### src/hdl/gcs_pkg.sv
// Shared types and constants for the gray contrast stretch block.
package gcs_pkg;

  localparam logic [7:0] PixMax = 8'd255;
  localparam logic [7:0] PixMin = 8'd0;

  typedef enum logic {
    KIND_MEASURE = 1'b0,
    KIND_MAP     = 1'b1
  } kind_t;

  typedef struct packed {
    logic [7:0] lo;
    logic [7:0] hi;
  } range_t;

  typedef struct packed {
    logic        bypass;
    logic [7:0]  value;
    logic [15:0] num;
    logic [7:0]  den;
  } div_req_t;

endpackage

### src/hdl/gcs_range.sv
// Running minimum / maximum tracker for measure pixels.
module gcs_range (
  input  logic           clk,
  input  logic           rst,
  input  logic           upd,
  input  logic           restart,
  input  logic [7:0]     pixel,
  output gcs_pkg::range_t range
);

  logic [7:0] lo;
  logic [7:0] hi;

  always_ff @(posedge clk) begin
    if (rst) begin
      lo <= gcs_pkg::PixMax;
      hi <= gcs_pkg::PixMin;
    end else if (upd) begin
      if (restart) begin
        lo <= pixel;
        hi <= pixel;
      end else begin
        if (pixel < lo) lo <= pixel;
        if (pixel > hi) hi <= pixel;
      end
    end
  end

  assign range.lo = lo;
  assign range.hi = hi;

endmodule

### src/hdl/gcs_div.sv
// Bit-serial restoring divider with round-half-to-even and a bypass path.
module gcs_div (
  input  logic              clk,
  input  logic              rst,
  input  logic              start,
  input  gcs_pkg::div_req_t req,
  input  logic              take,
  output logic              idle,
  output logic              done,
  output logic [7:0]        result
);

  typedef enum logic [1:0] {
    S_IDLE,
    S_RUN,
    S_ROUND,
    S_DONE
  } state_t;

  state_t     state;
  logic [2:0] cnt;
  logic [7:0] rem;
  logic [7:0] sh;
  logic [7:0] den;
  logic [7:0] res;

  logic [8:0] trial;
  logic       qbit;
  logic [8:0] twor;
  logic       inc;

  assign trial = {rem, sh[7]};
  assign qbit  = (trial >= {1'b0, den});
  assign twor  = {rem, 1'b0};
  assign inc   = (twor > {1'b0, den}) || ((twor == {1'b0, den}) && sh[0]);

  always_ff @(posedge clk) begin
    if (rst) begin
      state <= S_IDLE;
      cnt   <= '0;
    end else begin
      unique case (state)
        S_IDLE: begin
          if (start) begin
            if (req.bypass) begin
              res   <= req.value;
              state <= S_DONE;
            end else begin
              rem   <= req.num[15:8];
              sh    <= req.num[7:0];
              den   <= req.den;
              cnt   <= '0;
              state <= S_RUN;
            end
          end
        end
        S_RUN: begin
          rem <= qbit ? 8'(trial - {1'b0, den}) : trial[7:0];
          sh  <= {sh[6:0], qbit};
          cnt <= cnt + 3'd1;
          if (cnt == 3'd7) state <= S_ROUND;
        end
        S_ROUND: begin
          res   <= sh + {7'd0, inc};
          state <= S_DONE;
        end
        S_DONE: begin
          if (take) state <= S_IDLE;
        end
        default: state <= S_IDLE;
      endcase
    end
  end

  assign idle   = (state == S_IDLE);
  assign done   = (state == S_DONE);
  assign result = res;

endmodule

### src/hdl/gray_contrast_stretch.sv
// Top level: min/max measurement and linear contrast stretch of 8-bit gray pixels.
// Measure transfer: range updated at the accepting edge, no result.
// Map transfer: the divider loads, runs 8 bit-serial steps, rounds, then waits in S_DONE
//   until the output register takes the result; input ready is low until it is idle.
// Map pixels outside the range or with an empty range bypass the divider into S_DONE.
// Synchronous active-high reset: range to min 255 / max 0, divider idle, output empty.
module gray_contrast_stretch (
  input  logic       clk,
  input  logic       rst,
  input  logic       s_axis_tvalid,
  output logic       s_axis_tready,
  input  logic [7:0] s_axis_tdata,   // [7:0] pixel_in
  input  logic [1:0] s_axis_tuser,   // [0] kind, [1] frame_start
  output logic       m_axis_tvalid,
  input  logic       m_axis_tready,
  output logic [7:0] m_axis_tdata    // [7:0] pixel_out
);

  gcs_pkg::range_t   range;
  gcs_pkg::div_req_t req;

  logic       acc;
  logic       is_map;
  logic       div_idle;
  logic       div_done;
  logic [7:0] div_res;
  logic       take;
  logic [7:0] diff;
  logic [7:0] pix;

  assign pix    = s_axis_tdata;
  assign acc    = s_axis_tvalid && s_axis_tready;
  assign is_map = (s_axis_tuser[0] == gcs_pkg::KIND_MAP);
  assign s_axis_tready = div_idle;

  gcs_range u_range (
    .clk     (clk),
    .rst     (rst),
    .upd     (acc && !is_map),
    .restart (s_axis_tuser[1]),
    .pixel   (pix),
    .range   (range)
  );

  assign diff = pix - range.lo;

  always_comb begin
    req.num = {diff, 8'd0} - {8'd0, diff};
    req.den = range.hi - range.lo;
    priority if (range.hi <= range.lo) begin
      req.bypass = 1'b1;
      req.value  = gcs_pkg::PixMin;
    end else if (pix <= range.lo) begin
      req.bypass = 1'b1;
      req.value  = gcs_pkg::PixMin;
    end else if (pix >= range.hi) begin
      req.bypass = 1'b1;
      req.value  = gcs_pkg::PixMax;
    end else begin
      req.bypass = 1'b0;
      req.value  = gcs_pkg::PixMin;
    end
  end

  assign take = !m_axis_tvalid || m_axis_tready;

  gcs_div u_div (
    .clk    (clk),
    .rst    (rst),
    .start  (acc && is_map),
    .req    (req),
    .take   (take),
    .idle   (div_idle),
    .done   (div_done),
    .result (div_res)
  );

  always_ff @(posedge clk) begin
    if (rst) begin
      m_axis_tvalid <= 1'b0;
    end else if (take) begin
      m_axis_tvalid <= div_done;
      if (div_done) m_axis_tdata <= div_res;
    end
  end

endmodule

### config.mk
export PLATFORM = sky130hd
export DESIGN_NAME = gray_contrast_stretch
export DESIGN_NICKNAME = d
export VERILOG_FILES = /design/src/hdl/gcs_pkg.sv /design/src/hdl/gcs_range.sv /design/src/hdl/gcs_div.sv /design/src/hdl/gray_contrast_stretch.sv
export SDC_FILE = /design/constraint.sdc
export NUM_CORES = 1
export LEC_CHECK = 0
export BUFFER_PORTS_ARGS = -buffer_cell sky130_fd_sc_hd__buf_2
export CORE_ASPECT_RATIO = 0.9
export CORE_UTILIZATION = 62
export DETAILED_ROUTE_END_ITERATION = 10
export GPL_TIMING_DRIVEN = 0
export MAX_ROUTING_LAYER = met4
export PLACE_DENSITY = 0.78
export SYNTH_ARGS = -nofsm -noshare
export SYNTH_HDL_FRONTEND = slang
export SYNTH_SLANG_ARGS = --single-unit
### constraint.sdc
create_clock -name clk -period 4.2 [get_ports clk]
set_input_delay 0.42 -clock clk [delete_from_list [all_inputs] [get_ports clk]]
set_output_delay 0.42 -clock clk [all_outputs]
set_load 0.02 [all_outputs]
==> out/results.ini, run 1 <==
[run_status]
status = completed

[synth]
synth_edf_count = 40
ys_warn_count = 0
synth-main-ff-cell = sky130_fd_sc_hd__edfxtp_1
mappedNetlistArea_um2 = 4420
synth_seq_area_share_pct = 37.1
yosysTopAreaCellShare_pct = 27.2
synthesis.nets = 539
ys_seq_elements = 62
post_synth_num_cell_types = 67
ys_top_cells_by_area = sky130_fd_sc_hd__edfxtp_1 27%, sky130_fd_sc_hd__ha_1 12%, sky130_fd_sc_hd__dfxtp_1 10%, sky130_fd_sc_hd__mux2i_1 4.8%, sky130_fd_sc_hd__nand2_1 4.2%
syn-mean-instance-area_um2 = 9.21
synthDominantAreaCellType = sky130_fd_sc_hd__edfxtp_1
async_reset_ff_share_pct = 0
synthCells = 480

[place]
numPortBuffers = 23
gp_routability_congestion = 0.912
place_worst_setup_slack_ns = 0.567
place_inst = 593
hpwl_um = 7640
place_area_um2 = 4660

[routing]
via_count = 3625
postRouteWirelength_um = 9910
avgViaCountPerCell = 5.95
drt_pass1_iterations = 5
detail_route.iter0.violations = 257
wl_per_cell_um = 16.3
drc = 0
ant_nets = 0

[power]
power_per_unit_of_standard_cell_area_nw_per_um2 = 458
vdd_drop_max_v = 0.000268
power_report.internal_total_uw = 1430
total_leakage_power_uw = 0.00211
sequentialPowerShare_pct = 36.8
clock_power_share_pct = 26.5
switching_share_pct = 36.2
switchingPower_uw = 810
p_comb_share_pct = 36.7

[layout]
drive_gt1_share_pct = 11.9
layout-area-overhead-vs-synth_pct = 10.4
fin_area_um2 = 4880
core_utilization_of_the_finished_layout_pct = 72.5
layout.cells.most_common = sky130_fd_sc_hd__nand2_1
diodes = 0
finish.net_count = 573
final_cell_mix = 49 x sky130_fd_sc_hd__nand2_1, 42 x sky130_fd_sc_hd__ha_1, 41 x sky130_fd_sc_hd__inv_1
num-fill-cells = 548
finish.cell_count_without_fillers = 609

[critical_path]
worst-endpoint-required_ns = 4.16
critical_path_class = flop to flop
timing.critical_path.from_type = flop
worst_setup_path_startpoint = u_range.hi[1]$_SDFFE_PP0P_
path_max_fanout = 16
timing.critical_path.slowest_stage_cell = sky130_fd_sc_hd__a21oi_2
cp_cell_sequence = inv_1, ha_1, nor2b_1, o211a_1, or4_1, a21oi_1, nand3_1, a21oi_2
timing.reg2reg.worst_path_depth = 8
cp_data_arrival_time_ns = 3.47
crit-reg2reg-capture = u_div.sh[7]$_DFFE_PP_
startpoint_of_the_most_critical_register_to_register_path = u_range.hi[1]$_SDFFE_PP0P_
critPathCaptureType = flop
ff2ff_setup_slack_ns = 0.69
worst_path_max_stage_delay_ns = 0.80

[clocking]
tritoncts = built
worst_skew_pair.late_latency_ns = 0.35
root_buffer_selected_by_cts = sky130_fd_sc_hd__clkbuf_8
cts_buffers = 9
post-cts-setup-buffers = 0
cts_buffer_depth = 2
clock-sinks = 62
cts-htree-levels = 3
clkTransAtPathRegs_ns = 0.07
cts_hold_repair.buffers = 0
cts_resized = 0

[grt]
grt_start_max_net_pins = 17
first_global_vias = 3193
grt_antenna_before_repair = 0
groute.usage.overall_pct = 29.0
grt_pass1_wl_um = 16000
grt-ovfl-total = 0

[min_path]
hold_path_startpoint = s_axis_tdata[0]
whs_endpoint = u_range.hi[0]$_SDFFE_PP0P_
hold-path-cell-count = 3
worst_hold_path_type = primary input to flop

[timing]
max_clock_freq_mhz = 285
timing_hold_violations_final = 0
slew_headroom_pct = 34.8
timing.hold.ws_ns = 0.344
min_clock_period_post_route_ns = 3.51
worst_slack_ns = 0.687
timing.final.crit_share_pct = 83.6
timing.final.max_slew_violations = 0
setup_viol = 0
tightestPinTransition_ns = 0.976
final_setup_skew_ns = 0.0169
rsz_0062_raised_after_global_routing = no

[floorplan]
placeableCoreArea_um2 = 6730
ioPinCount = 24
die_h_um = 82.1
initial_utilization_pct = 65.7
placement_rows = 28
die_width_um = 91.0
design.die.area_um2 = 7470

[run]
max_capacitance_violation_count = 0

-- cell usage after synthesis, drive strengths merged, types with 3 or more instances --
| cell type | number |
|---|---|
| o21ai | 25 |
| nand2b | 6 |
| xnor2 | 14 |
| or3 | 3 |
| and3 | 7 |
| o21a | 5 |
| nand4 | 7 |
| inv | 41 |
| a21oi | 28 |
| and2 | 3 |
| clkbuf | 8 |
| nand3 | 16 |
| buf | 5 |
| a211oi | 9 |
| nor2 | 41 |
| dfxtp | 22 |
| fa | 3 |
| o211a | 3 |
| a21o | 4 |
| xor2 | 6 |
| mux2i | 21 |
| nand2 | 49 |
| o211ai | 6 |
| ha | 42 |
| nor2b | 12 |
| and4 | 3 |
| edfxtp | 40 |
| nor3b | 4 |
| nor3 | 11 |
-- worst max path at each step --
stage,slack [ns],to,depth (start not counted)
floorplan,0.44,u_div.result[0]$_DFFE_PP_,10
global placement,-0.23,u_div.result[3]$_DFFE_PP_,11
detailed placement,0.57,u_div.sh[3]$_DFFE_PP_,8
CTS,0.70,u_div.sh[0]$_DFFE_PP_,8
global route,0.47,u_div.sh[7]$_DFFE_PP_,8
finish,0.69,u_div.sh[7]$_DFFE_PP_,8
-- cell families (layout without fill, tap and decap cells) --
logic type	after synthesis	in the layout	share of synthesized area [%]
AOI/OAI and AO/OA	106	106	16.3
buffers and inverters	54	93	4.70
and+or+nand+nor	170	170	19.2
xor gates and xnor gates	20	20	4.13
adders and majority gates	45	45	13.3
DFF	62	62	37.1
muxes	23	23	5.27
-- area by class of cell --
class                   count  area [um^2]  area share (%)
repair buffers             23          115            2.36
inverters                  41          154            3.15
plain buffers              13         53.8            1.10
clock inverters             7         97.6            2.00
multi-input cells         364         2580            52.9
clock buffers               9          124            2.54
well taps                  90          113            2.31
flip-flops and latches     62         1640            33.6
-- registers in the layout, summed over array words and instances, names as in the netlist --
signal / cells
u_range.hi: 8
m_axis_tvalid: 1
u_div.result: 8
u_div.sh: 8
u_range.lo: 8
u_div.rem: 8
m_axis_tdata: 8
u_div.den: 8
u_div.cnt: 3
u_div.state: 2
-- power by group through the flow --
stage               sequential (uW)  clock [uW]  combinational [uW]
floorplan                       827           0                 607
global placement                832           0                 775
detailed placement              835           0                 803
CTS                             821         594                 811
global route                    830         618                 907
finish                          822         592                 821
-- routing by layer --
layer	track usage, %	wire length (um)	up-vias
li1	-	-	1817
met1	40.4	4920	1692
met2	43.5	4320	106
met3	5.95	545	10
met4	7.30	114	0
met5	-	0	-
-- worst max-delay path, delay by kind of cell, from the launching register on --
family	cells	cell delay, ns
DFF	1	0.36
adders and majority gates	1	0.28
AOI/OAI and AO/OA	3	1.54
and+or+nand+nor	3	0.84
buffers and inverters	1	0.09
-- per-stage QoR --
step	total power [uW]	setup TNS, ns
after floorplan	1430	0
after global placement	1610	-1.86
after detailed placement	1640	0
after CTS	2230	0
after global routing	2350	0
final	2240	0
No activity file was read; power rests on OpenSTA's default activity.
==> run 2, diff against run 1 <==
ABC_AREA = 1   (was default)
CORE_UTILIZATION = 56   (was 62)
PLACE_DENSITY = 0.74   (was 0.78)
clock period = 3.1 ns   (was 4.2 ns; I/O delays follow)
==> out/results.ini, run 2 <==
[min_path]
worst_hold_path_type = primary input to flop

[synth]
post_synth_num_cell_types = 41
yosysTopAreaCellShare_pct = 27.0
ys_warn_count = 0
synth_edf_count = 40
synth_compound_area_share_pct = 12.2
synthCells = 556
synth-main-ff-cell = sky130_fd_sc_hd__edfxtp_1
synth_top_cells_by_count = 127 x sky130_fd_sc_hd__nand2_1, 77 x sky130_fd_sc_hd__inv_1, 49 x sky130_fd_sc_hd__nor2_1
ys_top_cells_by_area = sky130_fd_sc_hd__edfxtp_1 27%, sky130_fd_sc_hd__ha_1 12%, sky130_fd_sc_hd__nand2_1 11%, sky130_fd_sc_hd__dfxtp_1 9.9%, sky130_fd_sc_hd__inv_1 6.5%
mappedNetlistArea_um2 = 4450
synth-adder-area-share_pct = 13.2
synthMostInstantiatedCell = sky130_fd_sc_hd__nand2_1
yosys-mux-area-fraction_pct = 0.225
combinational_family_with_the_most_area_after_synthesis = simple AND/OR/NAND/NOR gates
async_reset_ff_share_pct = 0
ys_seq_elements = 62
synthDominantAreaCellType = sky130_fd_sc_hd__edfxtp_1
syn-mean-instance-area_um2 = 8.00
synthesis.nets = 615
synth-xor-area-share_pct = 2.56
synth_seq_area_share_pct = 36.9
fraction_of_the_mapped_netlist_area_in_simple_logic_gates_pct = 26.6

[timing]
slew_headroom_pct = 52.1
setup_viol = 0
min_clock_period_post_route_ns = 2.79
timing.final.max_slew_violations = 0
timing_hold_violations_final = 0
max_clock_freq_mhz = 358
final.setup.tns_ns = 0
final_setup_skew_ns = 0.00942
rsz_0062_raised_after_global_routing = no
timing.final.crit_share_pct = 90.0
tightestPinTransition_ns = 0.719

[floorplan]
placement_rows = 30
die_width_um = 95.9
die_h_um = 86.6
ioPinCount = 24
initial_utilization_pct = 58.4
placeableCoreArea_um2 = 7620
design.die.area_um2 = 8300

[power]
vdd_drop_max_v = 0.000406
clock_power_share_pct = 22.5
switchingPower_uw = 1360
power_per_unit_of_standard_cell_area_nw_per_um2 = 669
power_report.internal_total_uw = 1920
fin_total_pwr_uw = 3280
total_leakage_power_uw = 0.00233
sequentialPowerShare_pct = 34.7
p_comb_share_pct = 42.7
switching_share_pct = 41.5

[critical_path]
timing.critical_path.slowest_stage_cell = sky130_fd_sc_hd__edfxtp_1
worst-endpoint-required_ns = 3.18
cp_cell_sequence = ha_1, nand2_1, nor2_2, nand2_1, nor3_2, mux2i_1, inv_1, ha_1, nand3_1, nor2_1, nand2_1, nor2_1, nand2_1, o21ai_0, o21ai_0
timing.critical_path.from_type = flop
critPathCaptureType = flop
path_max_fanout = 4
critical_path_class = flop to flop
crit_top_cell = sky130_fd_sc_hd__nand2_1
worst_path_max_stage_delay_ns = 0.39
cp_data_arrival_time_ns = 2.87

[layout]
regArea_um2 = 1640
finish.net_count = 649
multiInputGateArea_um2 = 2460
layout.cells.most_common = sky130_fd_sc_hd__nand2_1
finish.cell_count_without_fillers = 691
layout-area-overhead-vs-synth_pct = 10.4
diodes = 0
num-fill-cells = 657
drive_gt1_share_pct = 17.6
final_cell_mix = 127 x sky130_fd_sc_hd__nand2_1, 77 x sky130_fd_sc_hd__inv_1, 48 x sky130_fd_sc_hd__nor2_1
core_utilization_of_the_finished_layout_pct = 64.4

[routing]
ant_nets = 0
drt_pass1_iterations = 4
drc = 0
avgViaCountPerCell = 5.32
via_count = 3677
postRouteWirelength_um = 9650
wl_per_cell_um = 14.0
detail_route.iter0.violations = 128

[place]
hpwl_um = 7820
numPortBuffers = 23
gp_routability_congestion = 0.899
place_inst = 675

[clocking]
clkTransAtPathRegs_ns = 0.08
root_buffer_selected_by_cts = sky130_fd_sc_hd__clkbuf_8
cts_hold_repair.buffers = 0
cts-htree-levels = 3
clock-sinks = 62
cts_buffers = 9
worst_skew_pair.late_latency_ns = 0.35
tritoncts = built
cts_buffer_depth = 2

[grt]
grt-ovfl-total = 0
first_global_vias = 3486
groute.usage.overall_pct = 26.4
grt_start_max_net_pins = 17
grt_pass1_wl_um = 16000
grt_antenna_before_repair = 0

[run_status]
status = completed

[run]
max_capacitance_violation_count = 0

## run 2: cell types whose count changed in the layout (fill, tap and decap cells not counted), moves of 7 or more
cell	change
sky130_fd_sc_hd__a211oi_1	-7
sky130_fd_sc_hd__inv_1	+36
sky130_fd_sc_hd__mux2i_1	-20
sky130_fd_sc_hd__nand2_1	+78
sky130_fd_sc_hd__nand2_2	+14
sky130_fd_sc_hd__nand3_1	+10
sky130_fd_sc_hd__nand3_2	+9
sky130_fd_sc_hd__nor2_1	+8
sky130_fd_sc_hd__nor2b_1	-12
sky130_fd_sc_hd__o211ai_2	+7
sky130_fd_sc_hd__o21ai_0	+12
sky130_fd_sc_hd__xnor2_1	-11
## run 2: cell type report
type                       count  area share (%)
timing repair buffer          23            2.34
clock inverter                 7            1.63
multi-input combinational    401            50.1
sequential                    62            33.4
inverter                      84            6.47
tap                           96            2.45
buffer                         9            1.04
clock buffer                   9            2.52
## run 2: cell families after synthesis
logic type	count (synthesis)
buffers and inverters	93
multiplexers	1
AND/OR/NAND/NOR	256
flip-flops	62
XOR/XNOR	13
adder cells (fa/ha/maj)	45
AO/OA/AOI/OAI	86
## run 2: timing repair
item / 4_1_cts / 5_1_grt
setup endpoints to repair: 0 / 25
setup buffers: 0 / 0
resized for setup: 0 / 4
## run 2: final timing paths
check                                          startpoint                         end  slack, ns  cells after the start
worst min register to register  u_div.result[5]$_DFFE_PP_   m_axis_tdata[5]$_DFFE_PP_       0.42                      0
worst min-delay path                      s_axis_tdata[5]  u_range.lo[5]$_SDFFE_PP1P_       0.23                      3
worst max register to register     u_div.rem[4]$_DFFE_PP_   u_div.result[7]$_DFFE_PP_       0.31                     15
worst max-delay path               u_div.rem[4]$_DFFE_PP_   u_div.result[7]$_DFFE_PP_       0.31                     15
## run 2: through the flow
step | cell area [um^2] | setup slack [ns] | hold slack, ns
6_report | 4910 | 0.310 | 0.225
5_1_grt | 4910 | 0.0600 | 0.216
4_1_cts | 4890 | 0.0673 | 0.215
3_5_place_dp | 4690 | -0.00661 | 0.405
3_3_place_gp | 4680 | -0.301 | 0.400
2_1_floorplan | 4450 | 0.221 | 0.400
## run 2: power groups by stage
stage / Sequential, uW / Clock [uW] / Combinational (uW)
6_report: 1140 / 740 / 1400
5_1_grt: 1150 / 777 / 1600
4_1_cts: 1140 / 748 / 1390
3_5_place_dp: 1160 / 0 / 1380
3_3_place_gp: 1150 / 0 / 1340
2_1_floorplan: 1150 / 0 / 1060
## run 2: worst max-delay path, delay by kind of cell (launching register included)
kind,cells,cell delay (ns)
muxes,1,0.11
adders and majority gates,2,0.54
AOI/OAI and AO/OA,2,0.29
and+or+nand+nor,9,1.13
DFF,1,0.39
buffers and inverters,1,0.06
## run 2: layer usage
layer / wire, um / GRT usage, % / share of wire, %
met1: 4430 / 31.4 / 46
met2: 4770 / 44.8 / 49
met3: 330 / 6.49 / 3.4
met4: 121 / 6.38 / 1.3
met5: 0 / - / 0
